`src/rtl/srt_preemptive_scheduler_top_defines.svh`:
```
// Assertion macros for the scheduler RTL.
`ifndef SRT_PREEMPTIVE_SCHEDULER_TOP_DEFINES_SVH
`define SRT_PREEMPTIVE_SCHEDULER_TOP_DEFINES_SVH

`ifndef SYNTHESIS
`define SRT_ASSERT(label, prop, msg) \
    label: assert property (@(posedge aclk) disable iff (!aresetn) prop) else $error(msg);
`define SRT_ASSERT_ALWAYS(label, prop, msg) \
    label: assert property (@(posedge aclk) prop) else $error(msg);
`else
`define SRT_ASSERT(label, prop, msg)
`define SRT_ASSERT_ALWAYS(label, prop, msg)
`endif

`endif

```
`src/rtl/srt_pkg.sv`:
```
`timescale 1ns / 1ps

package srt_pkg;

    localparam int ID_W   = 8;
    localparam int ARR_W  = 16;
    localparam int BUR_W  = 10;
    localparam int TIME_W = 20;
    localparam int SUM_W  = 24;

    localparam logic [TIME_W-1:0] TIME_MAX = '1;
    localparam logic [SUM_W-1:0]  SUM_MAX  = '1;

    localparam logic OP_LOAD = 1'b0;
    localparam logic OP_TICK = 1'b1;

    typedef enum logic [2:0] {
        STAT_LOADED = 3'd0,
        STAT_FULL   = 3'd1,
        STAT_RAN    = 3'd2,
        STAT_IDLE   = 3'd3,
        STAT_DONE   = 3'd4
    } status_t;

    typedef enum logic [2:0] {
        SM_IDLE,
        SM_SCAN,
        SM_COMMIT,
        SM_SUM,
        SM_OUT
    } state_t;

    typedef struct packed {
        logic             found;
        logic [BUR_W-1:0] rem;
        logic [ARR_W-1:0] arr;
        logic [BUR_W-1:0] burst;
        logic [ID_W-1:0]  id;
    } tok_t;

    typedef struct packed {
        logic             en;
        logic [ID_W-1:0]  id;
        logic [ARR_W-1:0] arr;
        logic [BUR_W-1:0] burst;
    } load_t;

    typedef struct packed {
        status_t           status;
        logic [ID_W-1:0]   ran_id;
        logic [TIME_W-1:0] comp;
        logic [TIME_W-1:0] tat;
        logic [TIME_W-1:0] wt;
        logic [SUM_W-1:0]  total;
        logic              all_done;
    } res_t;

endpackage

```
`src/rtl/srt_cell.sv`:
```
`timescale 1ns / 1ps

module srt_cell #(
    parameter int MAX_PROCS = 16,
    parameter int CELL_IDX  = 0
) (
    input  logic                              aclk,
    input  logic                              aresetn,
    input  logic [srt_pkg::TIME_W-1:0]        cur_time,
    input  logic [$clog2(MAX_PROCS+1)-1:0]    entry_count,
    input  srt_pkg::load_t                    load,
    input  logic [$clog2(MAX_PROCS)-1:0]      load_slot,
    input  logic                              upd_en,
    input  logic [$clog2(MAX_PROCS)-1:0]      upd_slot,
    input  logic                              tok_valid_in,
    input  srt_pkg::tok_t                     tok_in,
    input  logic [$clog2(MAX_PROCS)-1:0]      slot_in,
    output logic                              tok_valid_out,
    output srt_pkg::tok_t                     tok_out,
    output logic [$clog2(MAX_PROCS)-1:0]      slot_out
);

    localparam int IW = $clog2(MAX_PROCS);
    localparam int CW = $clog2(MAX_PROCS+1);
    localparam logic [IW-1:0] MY_SLOT = IW'(CELL_IDX);
    localparam logic [CW-1:0] MY_CNT  = CW'(CELL_IDX);

    logic [srt_pkg::ID_W-1:0]  id_reg;
    logic [srt_pkg::ARR_W-1:0] arr_reg;
    logic [srt_pkg::BUR_W-1:0] burst_reg;
    logic [srt_pkg::BUR_W-1:0] rem_reg;
    logic                      fin_reg;
    logic                      tok_valid_reg;
    srt_pkg::tok_t             tok_reg;
    srt_pkg::tok_t             tok_next;
    logic [IW-1:0]             slot_reg;
    logic [IW-1:0]             slot_next;
    logic                      load_hit;
    logic                      upd_hit;
    logic                      eligible;
    logic                      better;

    assign load_hit = load.en && (load_slot == MY_SLOT);
    assign upd_hit  = upd_en && (upd_slot == MY_SLOT);

    always_comb begin
        eligible = (MY_CNT < entry_count) && !fin_reg &&
                   ({{(srt_pkg::TIME_W-srt_pkg::ARR_W){1'b0}}, arr_reg} <= cur_time);
        better   = !tok_in.found || (rem_reg < tok_in.rem) ||
                   ((rem_reg == tok_in.rem) && (arr_reg < tok_in.arr));
        tok_next  = tok_in;
        slot_next = slot_in;
        if (eligible && better) begin
            tok_next.found = 1'b1;
            tok_next.rem   = rem_reg;
            tok_next.arr   = arr_reg;
            tok_next.burst = burst_reg;
            tok_next.id    = id_reg;
            slot_next      = MY_SLOT;
        end
    end

    always_ff @(posedge aclk) begin
        if (!aresetn) begin
            fin_reg       <= 1'b0;
            tok_valid_reg <= 1'b0;
        end else begin
            tok_valid_reg <= tok_valid_in;
            if (load_hit) begin
                fin_reg <= 1'b0;
            end else if (upd_hit && (rem_reg == srt_pkg::BUR_W'(1))) begin
                fin_reg <= 1'b1;
            end
        end
    end

    always_ff @(posedge aclk) begin
        if (load_hit) begin
            id_reg    <= load.id;
            arr_reg   <= load.arr;
            burst_reg <= load.burst;
            rem_reg   <= load.burst;
        end else if (upd_hit) begin
            rem_reg <= rem_reg - srt_pkg::BUR_W'(1);
        end
        if (tok_valid_in) begin
            tok_reg  <= tok_next;
            slot_reg <= slot_next;
        end
    end

    assign tok_valid_out = tok_valid_reg;
    assign tok_out       = tok_reg;
    assign slot_out      = slot_reg;

endmodule

```
`src/rtl/srt_preemptive_scheduler_top.sv`:
```
`timescale 1ns / 1ps
`include "srt_preemptive_scheduler_top_defines.svh"

// Preemptive shortest-remaining-time scheduler over a table of MAX_PROCS
// processes held in a row of cells. A load transaction (tuser 0) fills the next
// free cell, or reports the table full; its result passes the output state into
// the output register, and the next transaction can be taken while that result
// is presented. A tick transaction (tuser 1) sends a search token along the row,
// one cell per cycle, then passes the commit state, the sum state when the chosen
// process finishes, and the output state; the length of the cell row sets how
// long a tick holds the scheduler, and no new transaction is taken until the
// tick is through. Ties on remaining time go to the earlier arrival, then to
// the lower slot. Each transaction yields exactly one result, and a new
// transaction is taken while the previous result still waits; a second result
// that cannot be handed over holds the input off until the output register is
// free.

module srt_preemptive_scheduler_top #(
    parameter int MAX_PROCS = 16
) (
    input  logic        aclk,
    input  logic        aresetn,
    input  logic        s_tvalid,
    output logic        s_tready,
    // proc_id [7:0], arrival_time [23:8], burst_len [33:24]
    input  logic [39:0] s_tdata,
    // op [0]
    input  logic        s_tuser,
    output logic        m_tvalid,
    input  logic        m_tready,
    // ran_id [7:0], completion_time [27:8], turnaround [47:28],
    // wait_ticks [67:48], total_wait [91:68], all_done [92]
    output logic [95:0] m_tdata,
    // status [2:0]
    output logic [2:0]  m_tuser
);

    localparam int IW = $clog2(MAX_PROCS);
    localparam int CW = $clog2(MAX_PROCS+1);
    localparam logic [CW-1:0] CNT_MAX = CW'(MAX_PROCS);

    srt_pkg::state_t                state_reg, state_next;
    logic [srt_pkg::TIME_W-1:0]     time_reg, time_next;
    logic [CW-1:0]                  count_reg, count_next;
    logic [CW-1:0]                  fin_cnt_reg, fin_cnt_next;
    logic [srt_pkg::SUM_W-1:0]      wait_sum_reg, wait_sum_next;
    srt_pkg::res_t                  res_reg, res_next;
    logic                           m_valid_reg, m_valid_next;
    logic [95:0]                    m_data_reg, m_data_next;
    logic [2:0]                     m_user_reg, m_user_next;

    srt_pkg::load_t                 load;
    logic                           launch;
    logic                           upd_en;
    logic [srt_pkg::BUR_W-1:0]      in_burst;
    logic [srt_pkg::TIME_W-1:0]     burst_ext;
    logic [srt_pkg::TIME_W-1:0]     wt;
    logic [srt_pkg::SUM_W:0]        sum_ext;

    logic                           tok_v    [MAX_PROCS+1];
    srt_pkg::tok_t                  tok      [MAX_PROCS+1];
    logic [IW-1:0]                  slot     [MAX_PROCS+1];

    assign tok_v[0] = launch;
    assign tok[0]   = '0;
    assign slot[0]  = '0;

    assign in_burst = s_tdata[33:24];

    genvar g;
    generate
        for (g = 0; g < MAX_PROCS; g++) begin : g_cell
            srt_cell #(
                .MAX_PROCS (MAX_PROCS),
                .CELL_IDX  (g)
            ) u_cell (
                .aclk          (aclk),
                .aresetn       (aresetn),
                .cur_time      (time_reg),
                .entry_count   (count_reg),
                .load          (load),
                .load_slot     (count_reg[IW-1:0]),
                .upd_en        (upd_en),
                .upd_slot      (slot[MAX_PROCS]),
                .tok_valid_in  (tok_v[g]),
                .tok_in        (tok[g]),
                .slot_in       (slot[g]),
                .tok_valid_out (tok_v[g+1]),
                .tok_out       (tok[g+1]),
                .slot_out      (slot[g+1])
            );
        end
    endgenerate

    always_ff @(posedge aclk) begin
        if (!aresetn) begin
            state_reg    <= srt_pkg::SM_IDLE;
            time_reg     <= '0;
            count_reg    <= '0;
            fin_cnt_reg  <= '0;
            wait_sum_reg <= '0;
            m_valid_reg  <= 1'b0;
        end else begin
            state_reg    <= state_next;
            time_reg     <= time_next;
            count_reg    <= count_next;
            fin_cnt_reg  <= fin_cnt_next;
            wait_sum_reg <= wait_sum_next;
            m_valid_reg  <= m_valid_next;
        end
    end

    always_ff @(posedge aclk) begin
        res_reg    <= res_next;
        m_data_reg <= m_data_next;
        m_user_reg <= m_user_next;
    end

    always_comb begin
        state_next    = state_reg;
        time_next     = time_reg;
        count_next    = count_reg;
        fin_cnt_next  = fin_cnt_reg;
        wait_sum_next = wait_sum_reg;
        res_next      = res_reg;
        m_valid_next  = m_valid_reg && !m_tready;
        m_data_next   = m_data_reg;
        m_user_next   = m_user_reg;
        s_tready      = 1'b0;
        load.en       = 1'b0;
        load.id       = s_tdata[7:0];
        load.arr      = s_tdata[23:8];
        load.burst    = (in_burst == '0) ? srt_pkg::BUR_W'(1) : in_burst;
        launch        = 1'b0;
        upd_en        = 1'b0;
        burst_ext     = srt_pkg::TIME_W'(tok[MAX_PROCS].burst);
        wt            = (res_reg.tat >= burst_ext) ? (res_reg.tat - burst_ext) : '0;
        sum_ext       = {1'b0, wait_sum_reg} + (srt_pkg::SUM_W+1)'(wt);

        case (state_reg)
            srt_pkg::SM_IDLE: begin
                s_tready = 1'b1;
                if (s_tvalid) begin
                    if (s_tuser == srt_pkg::OP_LOAD) begin
                        res_next          = '0;
                        res_next.total    = wait_sum_reg;
                        if (count_reg < CNT_MAX) begin
                            load.en           = 1'b1;
                            count_next        = count_reg + CW'(1);
                            res_next.status   = srt_pkg::STAT_LOADED;
                            res_next.all_done = 1'b0;
                        end else begin
                            res_next.status   = srt_pkg::STAT_FULL;
                            res_next.all_done = (fin_cnt_reg == count_reg);
                        end
                        state_next = srt_pkg::SM_OUT;
                    end else begin
                        launch     = 1'b1;
                        state_next = srt_pkg::SM_SCAN;
                    end
                end
            end
            srt_pkg::SM_SCAN: begin
                if (tok_v[MAX_PROCS]) begin
                    state_next = srt_pkg::SM_COMMIT;
                end
            end
            srt_pkg::SM_COMMIT: begin
                if (time_reg != srt_pkg::TIME_MAX) begin
                    time_next = time_reg + srt_pkg::TIME_W'(1);
                end
                res_next          = '0;
                res_next.total    = wait_sum_reg;
                res_next.all_done = (fin_cnt_reg == count_reg);
                state_next        = srt_pkg::SM_OUT;
                if (!tok[MAX_PROCS].found) begin
                    res_next.status = srt_pkg::STAT_IDLE;
                end else begin
                    upd_en          = 1'b1;
                    res_next.ran_id = tok[MAX_PROCS].id;
                    if (tok[MAX_PROCS].rem == srt_pkg::BUR_W'(1)) begin
                        res_next.status = srt_pkg::STAT_DONE;
                        res_next.comp   = (time_reg == srt_pkg::TIME_MAX) ?
                                          srt_pkg::TIME_MAX :
                                          time_reg + srt_pkg::TIME_W'(1);
                        res_next.tat    = res_next.comp -
                                          srt_pkg::TIME_W'(tok[MAX_PROCS].arr);
                        state_next      = srt_pkg::SM_SUM;
                    end else begin
                        res_next.status = srt_pkg::STAT_RAN;
                    end
                end
            end
            srt_pkg::SM_SUM: begin
                fin_cnt_next      = fin_cnt_reg + CW'(1);
                wait_sum_next     = sum_ext[srt_pkg::SUM_W] ? srt_pkg::SUM_MAX :
                                    sum_ext[srt_pkg::SUM_W-1:0];
                res_next.wt       = wt;
                res_next.total    = wait_sum_next;
                res_next.all_done = (fin_cnt_next == count_reg);
                state_next        = srt_pkg::SM_OUT;
            end
            srt_pkg::SM_OUT: begin
                if (!m_valid_reg || m_tready) begin
                    m_valid_next = 1'b1;
                    m_user_next  = res_reg.status;
                    m_data_next  = {3'b000, res_reg.all_done, res_reg.total, res_reg.wt,
                                    res_reg.tat, res_reg.comp, res_reg.ran_id};
                    state_next   = srt_pkg::SM_IDLE;
                end
            end
            default: begin
                state_next = srt_pkg::SM_IDLE;
            end
        endcase
    end

    assign m_tvalid = m_valid_reg;
    assign m_tdata  = m_data_reg;
    assign m_tuser  = m_user_reg;

    `SRT_ASSERT(a_fin_le_count, fin_cnt_reg <= count_reg, "More finished entries than loaded ones.")
    `SRT_ASSERT(a_count_max, count_reg <= CNT_MAX, "Entry count beyond table size.")
    `SRT_ASSERT(a_token_in_scan, tok_v[MAX_PROCS] |-> state_reg == srt_pkg::SM_SCAN, "Search token left the row outside a scan.")

endmodule
```
`config.mk`:
```
export PLATFORM = sky130hd
export DESIGN_NAME = srt_preemptive_scheduler_top
export DESIGN_NICKNAME = d
export VERILOG_FILES = /design/src/rtl/srt_pkg.sv /design/src/rtl/srt_cell.sv /design/src/rtl/srt_preemptive_scheduler_top.sv
export VERILOG_INCLUDE_DIRS = /design/src /design/src/rtl
export SDC_FILE = /design/constraint.sdc
export NUM_CORES = 2
export LEC_CHECK = 0
export BUFFER_PORTS_ARGS = -buffer_cell sky130_fd_sc_hd__buf_4
export CORE_ASPECT_RATIO = 0.8
export CORE_UTILIZATION = 57
export DETAILED_ROUTE_END_ITERATION = 10
export PLACE_DENSITY = 0.76
export SLEW_MARGIN = 40
export SYNTH_ARGS = -nofsm -noshare
export SYNTH_HDL_FRONTEND = slang
export SYNTH_SLANG_ARGS = --single-unit
```
`constraint.sdc`:
```
create_clock -name aclk -period 5.31 [get_ports aclk]
set_clock_uncertainty 0.2 [all_clocks]
set_input_delay 0.531 -clock aclk [delete_from_list [all_inputs] [get_ports aclk]]
set_output_delay 0.531 -clock aclk [all_outputs]
set_load 0.01 [all_outputs]
```
## Yosys cells after proc, flatten, opt, wreduce, memory -nomap -nowiden

Cells that the tools add are included.

- $add $sub $neg: 22
- Magnitude comparators: 64
- Equal/unequal tests: 74
- Multiplexer cells: 81
- Bitwise logic cells: 2
- Reduce and logical (&&, ||, !) cells: 219

Operators with widths:

| operator | count |
|---|---|
| $mux W44 | 15 |
| $mux W10 | 33 |
| $le A16 B20 Y1 | 16 |
| $lt A16 B16 Y1 | 15 |
| $mux W96 | 2 |
| $eq A10 B1 Y1 const B | 17 |
| $sub A10 B1 Y10 const B | 16 |
| $eq A10 B10 Y1 | 15 |
| $lt A10 B10 Y1 | 15 |
| $pmux W45 S3 | 1 |
| $logic_and A1 B1 Y1 | 111 |
| $pmux W51 S2 | 1 |
| $eq A4 B4 Y1 const B | 16 |
| $mux W48 | 1 |
| $mux W45 | 1 |
| $lt A4 B5 Y1 const A | 8 |
| $mux W20 | 2 |
| $mux W40 | 1 |
| $reduce_bool A2 Y1 | 17 |
| $logic_not A1 Y1 | 33 |
| $eq A4 B3 Y1 const B | 8 |
| $reduce_or A2 Y1 | 16 |
| $logic_or A1 B1 Y1 | 31 |
| $add A24 B20 Y25 | 1 |
| other kinds (31) | 70 |

- Flip-flop bits (word level): 1755
- Input port bits: 45
- Output and inout bits: 101
- Word-level logic and storage cells: 668

## Longest topological paths before layout

- Depth after elaboration: 7
- Gate-level depth with buffers: 24
- Gate-level depth less buffers: 21

## By module

Synthesis repeated with hierarchy kept, for this count alone.

- Cell total of the unflattened synthesis: 7409
- Area total of the unflattened synthesis: 93073.0 µm²

By module, submodules not included:

| module | times used | cells each | area an instance (µm²) | seq. area each (µm²) |
|---|---|---|---|---|
| srt_preemptive_scheduler_top | 1 | 1083 | 12045.3 | 6926.6 |
| srt_cell at g_cell[0].u_cell ... | 2 | 356 | 4873.4 | 2832.7 |
| srt_cell at g_cell[3].u_cell | 1 | 573 | 6030.8 | 2832.7 |
| srt_cell at g_cell[11].u_cell | 1 | 567 | 5849.4 | 2832.7 |
| srt_cell at g_cell[7].u_cell | 1 | 567 | 5828.1 | 2832.7 |
| srt_cell at g_cell[1].u_cell | 1 | 356 | 4878.4 | 2832.7 |
| srt_cell at g_cell[4].u_cell | 1 | 357 | 4877.2 | 2832.7 |
| srt_cell at g_cell[8].u_cell | 1 | 356 | 4877.2 | 2832.7 |
| srt_cell at g_cell[12].u_cell | 1 | 356 | 4874.7 | 2832.7 |
| srt_cell at g_cell[2].u_cell | 1 | 352 | 4873.4 | 2832.7 |
| srt_cell at g_cell[6].u_cell | 1 | 355 | 4872.2 | 2832.7 |
| srt_cell at g_cell[9].u_cell | 1 | 356 | 4870.9 | 2832.7 |
| srt_cell at g_cell[5].u_cell | 1 | 356 | 4869.7 | 2832.7 |
| srt_cell at g_cell[14].u_cell | 1 | 356 | 4864.7 | 2832.7 |
| 2 more rows | -- | -- | -- | -- |

## Worst setup path after synthesis

No wires, ideal clock.

- Path type: register -> register
- From: register state_reg[2]
- To: register m_data_reg[0], in the netlist m_tdata[0], enable pin
- Setup time: 563 ps
- Arrival time: 5100 ps
- Data required time: 4547 ps
- Path slack: -553 ps
- Cell stages (with the launch flop): 4
- Path buffers: 1
- Clock period less this slack: 5863 ps
- Path through: dfxtp_1 -> clkbuf_1 -> nor3b_1 -> nor2b_1

- Cells in the longest elaborated chain, start to end: 2

Ends and longest elaborated chain:

| element | RTL line | source |
|---|---|---|
| from (decl) | srt_preemptive_scheduler_top.sv:42 | `srt_pkg::state_t state_reg, state_next;` |
| from (signal assigned) | srt_preemptive_scheduler_top.sv:97 | `state_reg <= srt_pkg::SM_IDLE;` |
| from (signal assigned) | srt_preemptive_scheduler_top.sv:104 | `state_reg <= state_next;` |
| $eq A3 B3 Y1 | srt_preemptive_scheduler_top.sv:140 | `case (state_reg)` |
| $reduce_and A2 Y1 (no source line) | -- |  |
| to (signal assigned) | srt_preemptive_scheduler_top.sv:115 | `m_data_reg <= m_data_next;` |
| to (decl) | srt_preemptive_scheduler_top.sv:49 | `logic [95:0] m_data_reg, m_data_next;` |

No other way between the ends.
A chain may end at the register's enable or synchronous reset.

==> flow_summary.toml <==
[placed_design]
placed_area_sq_um = 89800
dpl.hpwl_um = 152000
gp_congestion = 0.905
port_buffers = 136

[worst_setup_path]
arrival_ps = 5390
endpoint_kind = "register"
crit_required_ps = 5680
crit_type = "reg2reg"
path_cells = "inv_1 > ha_1 > fa_1 > nand2b_1 > a21boi_0 > o21ai_0 > a21oi_1 > o21ai_1 > nand3_1 > mux2_2 > ha_1 > a21oi_2 > o21ai_0 > a211oi_2 > o311ai_1 > nand3_1 > o21a_1 > nand2b_1 > mux2_2"
r2r_start = "res_reg[45]"
critical-path-max-stage-delay_ps = 410
cp-start-kind = "register"
setup.worst_path.start = "res_reg[45]"
r2r_slack_ps = 280
crit_slowest_cell = "fa_1"
critPathMaxFanout = 6

[cells_and_area]
fin_area_sq_um = 95700
fillers = 10600
drive_above_1_share = 0.187
largest_register_ffs = 720
nets = 7341
syn_to_final_growth_pct = 11.6

[floorplanning]
die_w_um = 436
io-pin-count = 146
die_area_sq_um = 152000
core_area_sq_um = 148000
rows = 126
die_h_um = 349
start_util = 0.578

[clock_tree]
cts_buffers = 168
clock-sinks = 1755
clockBufferDepth = 3
cts_setup_buffers = 0
cts_tree = "built"
cts_root_buf = "clkbuf_16"
cts_max_level = 4
clk_pin_slew_ps = 60
clk_latency_ps = 820

[sta]
holdWs_ps = 110
fin_crit_ps = 5030
hold_viol_final = 0
slew_headroom = 0.399
fmax_mhz = 199
maxSlewViolCount = 0
worst_slew_pin_slew_ps = 901
fin_setup_tns_ps = 0
setup_viol = 0
rsz0062_at_grt = "false"
post-route-period-util = 0.946

[synth]
synthAdderAreaFrac = 0.105
syn-mean-instance-area_sq_um = 13.7
ys_types = 93
syn_inst = 6275
yosys.area_share.simple = 0.0753
async_reset_ff_frac = 0
synth_xor_area_frac = 0.0194
synth_top_flop_cell = "edfxtp_1"
yosysSeqAreaShare = 0.604
ys_warn_count = 0
netlist_area_sq_um = 85700
synth_top_family_by_area = "adder cells"
synth_compound_area_frac = 0.0714
synth_edf_count = 1665
muxShareOfSynthArea = 0.0902
synth_seq_cells = 1755

[global_route]
overflow = 0
grt_usage = 0.283
grt_max_degree = 83
grt_pass1_wl_um = 322000
grt_pass1_vias = 52200
antenna_found_initial = 13

[detailed_routing]
post_drt_via_cell_ratio = 5.99
vias = 52200
dr.pass1.iters = 6
final_antenna_net_count = 0
drt-wirelength-per-cell_um = 24.7
routed_wl_um = 215000
route.detailed.drc = 0
drt_iter0_drc = 5103

[power]
power.leakage_uw = 0.0363
peakVddDrop_mv = 0.329
finalPower_uw = 29000
powerDensity_nw_per_um2 = 303

[worst_hold_path]
min_from = "aresetn"
worstHoldPathType = "in2reg"

[run_status]
status = "complete, no violations"

[run]
max_cap_viol_count = 0
final cells by class:
| class | count | area, sq um | area share |
|---|---|---|---|
| Antenna cell | 1 | 2.50 | 0.0000262 |
| Clock inverter | 86 | 820 | 0.00856 |
| Timing Repair Buffer | 326 | 2650 | 0.0277 |
| Multi-Input combinational cell | 3813 | 31300 | 0.327 |
| Inverter | 514 | 1930 | 0.0202 |
| Tap cell | 1984 | 2480 | 0.0259 |
| Sequential cell | 1755 | 51800 | 0.542 |
| Clock buffer | 227 | 4700 | 0.0492 |
critical path: cells and delay by family (launching register included):
family / cells / cell delay, ps
compound gates: 9 / 1840
flops: 1 / 340
simple gates: 4 / 620
buf+inv: 1 / 50
fa+ha+maj: 3 / 1010
mux: 2 / 730
cell families after synthesis:
kind of cell               Yosys count
muxes                              671
other                                1
DFF                               1755
xor gates and xnor gates           190
buffers and inverters              709
adders and majority gates          718
and+or+nand+nor                   1254
AOI/OAI and AO/OA                  977
path summary, 6_finish.rpt:
path                               endpoint  cells past startpoint
setup / recovery                res_reg[22]                     19
setup reg to reg                res_reg[22]                     19
hold / removal    g_cell[13].u_cell.fin_reg                      2
hold reg to reg                 m_tdata[57]                      0
routing by layer:
layer	part of all wire	global-route usage
met1	0.42	0.387
met2	0.46	0.448
met4	0.040	0.119
met3	0.081	0.0481
met5	0.00020	0
cell usage after synthesis (all sizes together), types with 14 or more instances:
library cell	number	area share
edfxtp	1665	0.58
ha	715	0.10
mux2	651	0.088
inv	513	0.022
nor2	387	0.017
a21oi	376	0.022
a21o	184	0.016
nand2	161	0.0070
o21ai	155	0.0090
xnor2	133	0.014
nand4	107	0.0078
and2	105	0.0077
clkbuf	103	0.0045
buf	92	0.0074
dfxtp	90	0.021
nor3	89	0.0054
nand3	81	0.0048
nor2b	71	0.0052
nand2b	60	0.0044
xor2	57	0.0058
a31oi	49	0.0036
or2	42	0.0031
o211ai	36	0.0032
nor4	34	0.0025
o21a	33	0.0029
a211oi	23	0.0020
and3	23	0.0017
nand4b	23	0.0023
mux2i	20	0.0023
and4	19	0.0019
or3	19	0.0014
o31ai	17	0.0015
or4	14	0.0013
power by group:
group	switching [uW]	total, uW	internal (uW)	leakage (uW)
Sequential	170	15600	15400	0.0158
Clock	5230	12100	6830	0.00268
Combinational	861	1300	440	0.0178
cells in the final DEF (no fill, tap or decap), types with 21 or more instances in the layout:
cell type / n
or2_2: 40
nand2_1: 161
nor2_1: 384
o211ai_1: 35
mux2_2: 540
and3_1: 21
o21a_1: 32
a21oi_1: 371
nand4_1: 107
clkbuf_16: 175
nor3_1: 82
nor2b_1: 70
a31oi_1: 43
xor2_1: 57
nand4b_1: 23
clkinv_2: 28
edfxtp_1: 1665
nor4_1: 33
dfxtp_1: 74
inv_1: 510
and2_1: 105
a21o_1: 184
mux2_1: 58
ha_1: 714
nand2b_1: 60
o21ai_0: 148
dlygate4sd3_1: 32
mux2_4: 53
nand3_1: 77
buf_4: 283
xnor2_1: 133
clkbuf_1: 39
a211oi_1: 22
per-stage QoR:
stage          std cells   util  setup slack [ps]
6_report            8706  0.645               285
5_1_grt             8705  0.645              31.2
4_1_cts             8705  0.645               140
3_5_place_dp        8360  0.605               166
3_3_place_gp        8358  0.605               148
2_1_floorplan       6277      -               290
repair_timing:
item                       CTS  global route
hold buffers                32             0
gates resized for setup      0            10
setup endpoints to repair    0            47
hold endpoints to repair   411             0
No activity file was read; power rests on OpenSTA's default activity.
